<file path="src/rtl/sd_pkg.sv">
// Package for the segment deframer: payload types, header lengths and result codes.
package sd_pkg;

  localparam int unsigned PKT_HDR_LEN  = 4;
  localparam int unsigned SEG_HDR_LEN  = 20;
  localparam int unsigned SEG_SIZE_END = 4;
  localparam int unsigned SEG_TS_END   = 12;

  localparam logic [1:0] KIND_PAYLOAD = 2'd0;
  localparam logic [1:0] KIND_EMPTY   = 2'd1;
  localparam logic [1:0] KIND_DROP    = 2'd2;

  localparam logic REQ_BYTE = 1'b0;
  localparam logic REQ_LOSS = 1'b1;

  typedef struct packed {
    logic       req_type;
    logic [7:0] data_byte;
    logic       packet_start;
  } in_t;

  typedef struct packed {
    logic [1:0]  kind;
    logic [7:0]  payload_byte;
    logic        segment_end;
    logic        discont;
    logic [63:0] timestamp;
    logic [63:0] duration;
    logic        credit_error;
  } out_t;

endpackage

</file>
<file path="src/rtl/sd_parse.sv">
// Packet and segment header parser: holds the framing state and forms at most one result per transfer.
module sd_parse (
  input  logic         clk,
  input  logic         rst_n,
  input  logic         item_valid,
  input  sd_pkg::in_t  item,
  output logic         res_valid,
  output sd_pkg::out_t res
);

  localparam logic [4:0] SegHdrLen  = 5'(sd_pkg::SEG_HDR_LEN);
  localparam logic [4:0] SegSizeEnd = 5'(sd_pkg::SEG_SIZE_END);
  localparam logic [4:0] SegTsEnd   = 5'(sd_pkg::SEG_TS_END);
  localparam logic [15:0] PktHdrLen = 16'(sd_pkg::PKT_HDR_LEN);

  logic [15:0] pkt_byte_index_r, pkt_byte_index_nxt;
  logic [7:0]  offset_high_r, offset_high_nxt;
  logic [15:0] skip_remaining_r, skip_remaining_nxt;
  logic [4:0]  seg_hdr_index_r, seg_hdr_index_nxt;
  logic [31:0] seg_remaining_r, seg_remaining_nxt;
  logic [63:0] seg_timestamp_r, seg_timestamp_nxt;
  logic [63:0] seg_duration_r, seg_duration_nxt;
  logic [15:0] seg_credit_r, seg_credit_nxt;
  logic        lost_flag_r, lost_flag_nxt;
  logic        partial_flag_r, partial_flag_nxt;

  logic [15:0] idx;
  logic [16:0] credit_sum;
  logic [15:0] credit_dec;
  logic        seg_end;

  assign credit_sum = {1'b0, seg_credit_r} + {9'd0, item.data_byte};
  assign credit_dec = (seg_credit_r != 16'd0) ? seg_credit_r - 16'd1 : 16'd0;

  always_comb begin
    pkt_byte_index_nxt = pkt_byte_index_r;
    offset_high_nxt    = offset_high_r;
    skip_remaining_nxt = skip_remaining_r;
    seg_hdr_index_nxt  = seg_hdr_index_r;
    seg_remaining_nxt  = seg_remaining_r;
    seg_timestamp_nxt  = seg_timestamp_r;
    seg_duration_nxt   = seg_duration_r;
    seg_credit_nxt     = seg_credit_r;
    lost_flag_nxt      = lost_flag_r;
    partial_flag_nxt   = partial_flag_r;
    res_valid          = 1'b0;
    res                = '0;
    res.discont        = lost_flag_r;
    idx                = item.packet_start ? 16'd0 : pkt_byte_index_r;
    seg_end            = 1'b0;

    if (item.req_type == sd_pkg::REQ_LOSS) begin
      // A loss in the middle of a segment closes it with a drop result.
      if (partial_flag_r) begin
        res_valid       = 1'b1;
        res.kind        = sd_pkg::KIND_DROP;
        res.segment_end = 1'b1;
        if (seg_hdr_index_r >= SegHdrLen) begin
          res.timestamp = seg_timestamp_r;
          res.duration  = seg_duration_r;
        end
      end
      lost_flag_nxt      = 1'b1;
      partial_flag_nxt   = 1'b0;
      seg_credit_nxt     = 16'd0;
      seg_hdr_index_nxt  = 5'd0;
      seg_remaining_nxt  = 32'd0;
      pkt_byte_index_nxt = 16'd0;
      skip_remaining_nxt = 16'd0;
    end else begin
      if (item.packet_start) begin
        skip_remaining_nxt = 16'd0;
      end
      pkt_byte_index_nxt = (idx != 16'hFFFF) ? idx + 16'd1 : idx;

      if (idx < PktHdrLen) begin
        case (idx[1:0])
          2'd1: offset_high_nxt = item.data_byte;
          2'd2: skip_remaining_nxt = (lost_flag_r && !partial_flag_r)
                                     ? {offset_high_r, item.data_byte} : 16'd0;
          2'd3: seg_credit_nxt = credit_sum[16] ? 16'hFFFF : credit_sum[15:0];
          default: ;
        endcase
      end else if (!item.packet_start && skip_remaining_r != 16'd0) begin
        skip_remaining_nxt = skip_remaining_r - 16'd1;
      end else begin
        partial_flag_nxt = 1'b1;
        if (seg_hdr_index_r < SegHdrLen) begin
          if (seg_hdr_index_r < SegSizeEnd) begin
            seg_remaining_nxt = {seg_remaining_r[23:0], item.data_byte};
          end else if (seg_hdr_index_r < SegTsEnd) begin
            seg_timestamp_nxt = {seg_timestamp_r[55:0], item.data_byte};
          end else begin
            seg_duration_nxt = {seg_duration_r[55:0], item.data_byte};
          end
          seg_hdr_index_nxt = seg_hdr_index_r + 5'd1;
          if (seg_hdr_index_nxt == SegHdrLen && seg_remaining_nxt == 32'd0) begin
            res_valid        = 1'b1;
            res.kind         = sd_pkg::KIND_EMPTY;
            res.segment_end  = 1'b1;
            res.timestamp    = seg_timestamp_nxt;
            res.duration     = seg_duration_nxt;
            res.credit_error = (seg_credit_r == 16'd0);
            seg_end          = 1'b1;
          end
        end else begin
          seg_remaining_nxt = seg_remaining_r - 32'd1;
          res_valid         = 1'b1;
          res.kind          = sd_pkg::KIND_PAYLOAD;
          res.payload_byte  = item.data_byte;
          res.segment_end   = (seg_remaining_r == 32'd1);
          res.timestamp     = seg_timestamp_r;
          res.duration      = seg_duration_r;
          res.credit_error  = (seg_remaining_r == 32'd1) && (seg_credit_r == 16'd0);
          seg_end           = (seg_remaining_r == 32'd1);
        end
        if (seg_end) begin
          seg_credit_nxt    = credit_dec;
          lost_flag_nxt     = 1'b0;
          partial_flag_nxt  = 1'b0;
          seg_hdr_index_nxt = 5'd0;
          seg_remaining_nxt = 32'd0;
        end
      end
    end

    if (!item_valid) begin
      res_valid = 1'b0;
    end
  end

  always_ff @(posedge clk) begin
    if (!rst_n) begin
      pkt_byte_index_r <= '0;
      offset_high_r    <= '0;
      skip_remaining_r <= '0;
      seg_hdr_index_r  <= '0;
      seg_remaining_r  <= '0;
      seg_timestamp_r  <= '0;
      seg_duration_r   <= '0;
      seg_credit_r     <= '0;
      lost_flag_r      <= 1'b0;
      partial_flag_r   <= 1'b0;
    end else if (item_valid) begin
      pkt_byte_index_r <= pkt_byte_index_nxt;
      offset_high_r    <= offset_high_nxt;
      skip_remaining_r <= skip_remaining_nxt;
      seg_hdr_index_r  <= seg_hdr_index_nxt;
      seg_remaining_r  <= seg_remaining_nxt;
      seg_timestamp_r  <= seg_timestamp_nxt;
      seg_duration_r   <= seg_duration_nxt;
      seg_credit_r     <= seg_credit_nxt;
      lost_flag_r      <= lost_flag_nxt;
      partial_flag_r   <= partial_flag_nxt;
    end
  end

endmodule

</file>
<file path="src/rtl/segment_deframer.sv">
// Segment deframer top level: input handshake, parser and registered result stage.
//
// Usage: packet bytes and packet-loss events enter on the in_ channel, one per
// transfer, with packet_start marking the first byte of each packet. Each input
// transfer yields at most one result on the out_ channel: a payload byte tagged
// with its segment's timestamp, duration and discontinuity, an empty-segment
// end, or a drop marker when a loss cuts a segment short.
// A result appears on out_valid in the cycle after the input transfer that
// causes it. The block takes one input item per cycle while the receiver does
// not stall; the framing state is updated by one pass of logic per byte and
// results leave through a single output register.
// When the receiver stalls, the output register holds its result and in_ready
// falls only while that register is full and out_ready is low, so a new item
// is taken in the same cycle as the held result leaves.
// Reset (rst_n low, synchronous) empties the output register and clears all
// framing state; the first byte afterwards is read as packet header byte 0.
module segment_deframer (
  input  logic         clk,
  input  logic         rst_n,
  input  logic         in_valid,
  output logic         in_ready,
  input  sd_pkg::in_t  in_data,
  output logic         out_valid,
  input  logic         out_ready,
  output sd_pkg::out_t out_data
);

  logic         in_xfer;
  logic         res_valid;
  sd_pkg::out_t res;
  logic         out_valid_r, out_valid_nxt;
  sd_pkg::out_t out_data_r;

  assign in_ready = !out_valid_r || out_ready;
  assign in_xfer  = in_valid && in_ready;

  sd_parse u_parse (
    .clk        (clk),
    .rst_n      (rst_n),
    .item_valid (in_xfer),
    .item       (in_data),
    .res_valid  (res_valid),
    .res        (res)
  );

  always_comb begin
    out_valid_nxt = out_valid_r;
    if (in_ready) begin
      out_valid_nxt = res_valid;
    end
  end

  always_ff @(posedge clk) begin
    if (!rst_n) begin
      out_valid_r <= 1'b0;
    end else begin
      out_valid_r <= out_valid_nxt;
    end
  end

  always_ff @(posedge clk) begin
    if (in_ready && res_valid) begin
      out_data_r <= res;
    end
  end

  assign out_valid = out_valid_r;
  assign out_data  = out_data_r;

endmodule

</file>
<file path="config.mk">
export PLATFORM = sky130hd
export DESIGN_NAME = segment_deframer
export DESIGN_NICKNAME = d
export VERILOG_FILES = /design/src/rtl/sd_pkg.sv /design/src/rtl/sd_parse.sv /design/src/rtl/segment_deframer.sv
export SDC_FILE = /design/constraint.sdc
export NUM_CORES = 1
export LEC_CHECK = 0
export BUFFER_PORTS_ARGS = -buffer_cell sky130_fd_sc_hd__clkbuf_2
export CAP_MARGIN = 5
export CORE_UTILIZATION = 35
export CTS_CLUSTER_SIZE = 12
export DETAILED_ROUTE_END_ITERATION = 7
export SLEW_MARGIN = 20
export SYNTH_ARGS = -nofsm -noshare
export SYNTH_HDL_FRONTEND = slang
export SYNTH_HIERARCHICAL = 1
export SYNTH_SLANG_ARGS = --single-unit
</file>
<file path="constraint.sdc">
create_clock -name clk -period 10.3 [get_ports clk]
set_input_delay 1.03 -clock clk [delete_from_list [all_inputs] [get_ports clk]]
set_output_delay 1.03 -clock clk [all_outputs]
set_load 0.005 [all_outputs]
</file>
==> results of run 1 <==
[critical path, cell delays in order]
cell and delay (ns):
clkbuf_2 0.30, or2_2 0.41, a41oi_1 0.81, o21ai_1 0.37, o21bai_1 0.27, a21oi_1 0.26, and2_4 0.73, buf_6 0.69
[area by class of cell]
cell class	count	area (sq um)
fillers	4714	28500
flip-flops and latches	365	8720
multi-input cells	1358	7830
clock buffers	59	1090
repair buffers	175	927
well taps	656	821
inverters	30	118
clock inverters	14	116
[through the flow]
stage	util [%]	std cells	hold WS (ns)	total power, mW
CTS	40.7	2657	0.449	2.99
global route	40.7	2657	0.471	3.05
detailed placement	38.2	2584	0.441	1.63
finish	40.7	2657	0.447	2.95
floorplan	-	1895	0.427	1.60
global placement	38.2	2584	0.439	1.63
[power groups by stage]
stage | combinational, mW | sequential, mW | clock [mW]
after detailed placement | 0.105 | 1.53 | 0
after global routing | 0.116 | 1.49 | 1.44
final | 0.107 | 1.49 | 1.35
after floorplan | 0.0750 | 1.52 | 0
after CTS | 0.106 | 1.49 | 1.39
after global placement | 0.103 | 1.53 | 0
[flip-flops by register name, summed over array words and instances, names as in the netlist, 5 cells and up]
name / flops
u_parse/seg_duration_r: 64
out_data: 141
u_parse/seg_timestamp_r: 64
u_parse/offset_high_r: 8
u_parse/seg_remaining_r: 32
u_parse/skip_remaining_r: 16
u_parse/seg_credit_r: 16
u_parse/pkt_byte_index_r: 16
u_parse/seg_hdr_index_r: 5
[metal layers]
metal / up-vias / track usage (%) / part of all wire (%)
met2: 484 / 28.2 / 45
met1: 7022 / 25.7 / 46
li1: 7010 / - / -
met3: 71 / 2.40 / 5.6
met4: 0 / 6.56 / 2.9
met5: - / 0 / 0
[final timing paths]
kind                                             startpoint                          end  slack [ns]  depth (start not counted)
worst max register to register  u_parse/skip_remaining_r[0]                 out_data[37]        5.58                         10
worst max-delay path                             in_data[0]                 out_data[37]        5.48                          8
worst min-delay path            u_parse/seg_timestamp_r[59]  u_parse/seg_timestamp_r[59]        0.45                          2
worst min register to register  u_parse/seg_timestamp_r[59]  u_parse/seg_timestamp_r[59]        0.45                          2
[cell usage in the layout, fill, tap and decap left out, drive strengths merged, types with 12 or more instances in the layout]
master | Yosys | layout
nand4 | 25 | 25
o32ai | 15 | 15
nand2b | 13 | 13
a31oi | 15 | 15
xor2 | 15 | 15
edfxtp | 141 | 141
nor2b | 75 | 75
dfxtp | 224 | 224
ha | 18 | 18
inv | 30 | 31
nand3 | 43 | 43
a22oi | 21 | 21
nor4 | 32 | 32
mux2i | 16 | 16
and2 | 15 | 15
nor3 | 33 | 33
nor2 | 80 | 80
nand2 | 397 | 397
clkbuf | 104 | 215
and3 | 12 | 12
a22o | 73 | 73
a21oi | 230 | 230
o21ai | 65 | 65
buf | 38 | 19
[kinds of logic after synthesis]
logic type / synth area share [%]
buffers and inverters: 4.09
XOR/XNOR: 1.17
multiplexers: 1.13
AND/OR/NAND/NOR: 21.7
adder cells (fa/ha/maj): 1.43
flip-flops: 50.7
AO/OA/AOI/OAI: 19.8
==> results.md, run 1 <==
* Num CTS Buffers at 40
* CP required at roughly 10 ns
* Largest cells by area after synthesis: dfxtp_1 26%, edfxtp_1 25%, nand2_1 8.7%
* Synth Register Bits at 365
* Num ports at 157
* Ant diodes at 0
* Layout cells sized above 1 at 14.1%
* Area after DPL at approximately 18000 sq um
* # DRC at 0
* Worst slack at placement at approximately 4.7 ns
* Commonest cells in the netlist: 397 x nand2_1, 229 x a21oi_1, 224 x dfxtp_1
* Via/cell ratio at 5.49
* EDFF count, synth at between 100 and 150
* Yosys top cell area share at around a quarter
* Status: complete, no violations
* Switching part of the total at 22.6%
* DR WL/cell at 17.7 um
* Initial core utilization at 35.7%
* Setup violators final at 0
* Final wirelength at about 47000 um
* Fin. Hold Viols at 0
* TritonRoute pass-1 iters at 6
* Max-cap violations at 0
* CTS root buf: clkbuf_16
* Worst EP arrival at ~5.0 ns
* Setup tns final at 0 ns
* Die H at 224 um
* Total of cells resized after clock tree synthesis at 0
* Max H-tree Level at 2
* Leading cell type by number of instances after synthesis: nand2_1
* Congestion Overflow GR at 0
* Synthesized Nets at 1928
* Final setup margin at 5.48 ns
* Register area share after synthesis at 50.7%
* Row cnt at 80
* Finished Cell Area at 19600 sq um
* Largest net degree at the start of global routing at 102
* Initial DRC count at 1362
* Top achievable clock speed at a little over 0.2 GHz
* Slew Limit Fails at 0
* Clock Latency Late Sink at around 0.55 ns
* Final ANT Viol Nets at 0
* Nets@finish at 2003
* Synthesis-to-finish area growth at 14.1%
* Core ar. at between 40000 and 50000 sq um
* Hold Crit Class: register to register
* Worst-Margin Slew at around 1.1 ns
* Post-CTS Setup Bufs at 0
* Post-DP HPWL at 29700 um
* Flop pwr share at 50.7%
* GRT Total Usage at 18.1%
* Top_reg_cell synth: dfxtp_1
* Longest Clk Path Bufs at 3
* Fin crit share at 46.8%
* Post-synthesis cell type count at 84
* Relative slew slack at 27.7%
* P_int at 2.28 mW
* Post-cts hold buffer count at 0
* Chip Width at 224 um
* TritonCTS Sinks at 365
* Reg clk slew, reported paths at approximately 0.06 ns
* Post-layout min period at about 4.8 ns
* Mapped Cells at 1895
* Clock network power share at 45.7%
* Synth area leader: dfxtp_1
* Gate power share at between 3 and 4%
* Vias at 14587
* Crit end category: register
* Worst Path Class, Setup: input port to register
* Mean Syn Cell Area at 9.08 sq um
* Global-route wire length before repair at 74100 um
* Max VDD drop at 0.0975 mV
* Vias in the first global route at 13396
* Mapped cell area at 17200 sq um
* Psw at around 670 uW
* Port Buffer Count at around 160
* Yosys warning total at 6
* CP Max Fanout at 88
* PD cells at 150 nW/um^2
* CP Launch Type: input port
* GP Congestion at 0.893
* Clock skew at between 0.015 and 0.02 ns
* Initial antenna violation count at 0
* CTS tree: built
* RSZ-0062 raised after global routing: false
* Ys async rst share at 0%
* Pleak at roughly 6.4 nW
* Die Area at 50000 sq um
(Power assumes the default switching activity.)
==> run 2: changes to the inputs <==
==> constraint.sdc (replaced) <==
create_clock -name clk -period 5.1 [get_ports clk]
set_input_delay 0.51 -clock clk [delete_from_list [all_inputs] [get_ports clk]]
set_output_delay 0.51 -clock clk [all_outputs]
set_load 0.005 [all_outputs]
==> run 2 against run 1 <==
Against the previous run: wire length fell by 1.4%; clock power rose by 110%; combinational power rose by 100%; clock-buffer cell count did not move; via count fell by 0.71%; sequential share of layout area fell by 0.31 points; utilization rose by 0.29 points; sequential cell count did not move; setup slack got worse by 4.4 ns; clock skew fell by 0.0030 ns; die area did not move; total power rose by 110%; critical path type is now register to register; highest routed layer unchanged.
==> results.md, run 2 (synthesis gave the netlist of run 1 again) <==
* Status: complete, no violations (unchanged)
* Post-CTS Setup Bufs at 0 (unchanged)
* Max H-tree Level at 2 (unchanged)
* Num CTS Buffers at 40 (unchanged)
* R2R cell count at 10 (unchanged)
* Final ANT Viol Nets at 0 (unchanged)
* Max-cap violations at 0 (unchanged)
* Clock Latency Late Sink at 0.55 ns (about the same)
* Slowest stage cell, crit path: nor4b_1 (was a41oi_1)
* RSZ-0062 raised after global routing: false (unchanged)
* Chip Width at 224 um (unchanged)
* P_int at 4.74 mW (was 2.28 mW)
* Vias in the first global route at 13582 (was 13396)
* Hold Crit Class: input port to register (was register to register)
* Fin. Hold Viols at 0 (unchanged)
* CTS root buf: clkbuf_16 (unchanged)
* Min Hold Slack at 0.327 ns (was 0.447 ns)
* Flop2flop setup slack at 1.12 ns (was 5.58 ns)
* Port Buffer Count at 156 (unchanged)
* Cells along the critical path: inv_1 -> ha_1 -> nor4b_1 -> nand3_1 -> nor2_2 -> o21ai_1 -> o21bai_1 -> a21oi_1 -> and2_4 -> buf_4 (was clkbuf_2 -> or2_2 -> a41oi_1 -> o21ai_1 -> o21bai_1 -> a21oi_1 -> and2_4 -> buf_6)
* Congestion Overflow GR at 0 (unchanged)
* Die Area at 50000 sq um (unchanged)
* TritonRoute pass-1 iters at 6 (unchanged)
* Gate power share at 3.6% (about the same)
* Slew Limit Fails at 0 (unchanged)
* PD cells at 307 nW/um^2 (was 150 nW/um^2)
* Pleak at 6.52 nW (was 6.44 nW)
* DR WL/cell at 17.4 um (was 17.7 um)
* Clock network power share at 46.6% (was 45.7%)
* # DRC at 0 (unchanged)
* Hold Path Sink: out_valid (was u_parse/seg_timestamp_r[59])
* Worst Path Class, Setup: register to register (was input port to register)
* Synthesis-to-finish area growth at 14.9% (was 14.1%)
* Hold depth at 3 (was 2)
* Max reg flops at 141 (unchanged)
* Total of cells resized after clock tree synthesis at 0 (unchanged)
* Vias at 14484 (was 14587)
* R2R Path Start: u_parse/skip_remaining_r[0] (unchanged)
* Post-DP HPWL at 30000 um (was 29700 um)
* Post-layout min period at just under 4 ns
* GP Congestion at 0.915 (was 0.893)
* Final wirelength at 46300 um (was 47000 um)
* Critical path's top delay family: simple AND/OR/NAND/NOR gates (was compound AO/OA/AOI/OAI gates)
* Most frequent cells in the layout: 396 x nand2_1, 228 x a21oi_1, 224 x dfxtp_1 (unchanged)
* Ant diodes at 0 (unchanged)
* GRT Total Usage at 18.1% (about the same)
* Clock skew at 0.0137 ns (was 0.0166 ns)
* Initial core utilization at 35.7% (unchanged)
* Switching part of the total at 21.9% (was 22.6%)
* Relative slew slack at 30.7% (was 27.7%)
* Top achievable clock speed at 0.251 GHz
* Worst-Margin Slew at 1.04 ns (was 1.07 ns)
* Max VDD drop at 0.215 mV (was 0.0975 mV)
* Layout cells sized above 1 at 14.4% (was 14.1%)
* Initial antenna violation count at 0 (unchanged)
* Crit end category: register (unchanged)
* Worst EP arrival at 4.21 ns (was 4.99 ns)
* Psw at 1.32 mW (was 666 uW)
* CP Max Fanout at 31 (was 88)
* Num ports at 157 (unchanged)
* Flop pwr share at 49.8% (was 50.7%)
* Largest net degree at the start of global routing at 89 (was 102)
* Fin crit share at 78.0%
* CP required at 5.33 ns (was 10.46 ns)
* Nets@finish at 2012 (was 2003)
* Via/cell ratio at 5.43 (was 5.49)
* Crit-path max cell delay at 0.53 ns (was 0.81 ns)
* Setup violators final at 0 (unchanged)
* Initial DRC count at 1064 (was 1362)
* TritonCTS Sinks at 365 (unchanged)
* Reg clk slew, reported paths at 0.06 ns (about the same)
* Worst hold start: out_ready (was u_parse/seg_timestamp_r[59])
* Global-route wire length before repair at 74100 um (about the same)
* CTS tree: built (unchanged)
* Longest Clk Path Bufs at 3 (unchanged)
* CP Launch Type: register (was input port)
* WP buf/inv at 2 (unchanged)
* Post-cts hold buffer count at 0 (unchanged)
* Core ar. at 48100 sq um (unchanged)
* Row cnt at 80 (unchanged)
* Commonest non-fill, non-tap cell in the layout: nand2_1 (unchanged)
* Setup tns final at 0 ns (unchanged)
* Die H at 224 um (unchanged)
* Reg2reg end: out_data[19] (was out_data[37])
## run 2: worst min-delay path: stages
cell and delay, ns:
clkbuf_2 0.08, nand2b_4 0.14, a21boi_2 0.08
## run 2: cell type report
| cell class | instances | area [sq um] |
|---|---|---|
| well taps | 656 | 821 |
| multi-input cells | 1358 | 7820 |
| clock inverters | 13 | 151 |
| inverters | 30 | 118 |
| repair buffers | 184 | 1020 |
| fillers | 4705 | 28400 |
| clock buffers | 59 | 1110 |
| flip-flops and latches | 365 | 8720 |
## run 2: how the worst max path moves through the flow
stage	from	to	slack, ns	depth (start not counted)
after floorplan	u_parse/skip_remaining_r[0]	out_data[0]	1.56	9
final	u_parse/skip_remaining_r[0]	out_data[19]	1.12	10
after global routing	u_parse/skip_remaining_r[0]	out_data[11]	0.74	10
after CTS	u_parse/skip_remaining_r[0]	out_data[19]	1.20	10
after global placement	u_parse/skip_remaining_r[0]	out_data[36]	1.45	10
after detailed placement	u_parse/skip_remaining_r[0]	out_data[12]	1.23	10
## run 2: through the flow
step                cell area, sq um  setup WS, ns  instances  power (mW)  util, %
floorplan                      17200          1.56       1895        3.23        -
finish                         19800          1.12       2665        6.06     41.0
CTS                            19800          1.20       2665        6.12     41.0
detailed placement             18500          1.23       2593        3.29     38.4
global route                   19800         0.737       2665        6.25     41.0
global placement               18500          1.45       2593        3.29     38.4
## run 2: power groups by stage
stage | combinational (mW) | sequential, mW | clock (mW)
after floorplan | 0.152 | 3.08 | 0
after global placement | 0.212 | 3.08 | 0
after detailed placement | 0.214 | 3.08 | 0
after CTS | 0.214 | 3.02 | 2.89
after global routing | 0.235 | 3.02 | 3.00
final | 0.215 | 3.02 | 2.83
## run 2: layer usage
layer | share of wire (%) | up-vias | track usage [%]
met5 | 0 | - | 0
met4 | 2.7 | 0 | 5.90
met3 | 6.1 | 71 | 2.94
met2 | 45 | 529 | 28.2
met1 | 46 | 6856 | 25.6
li1 | - | 7028 | -
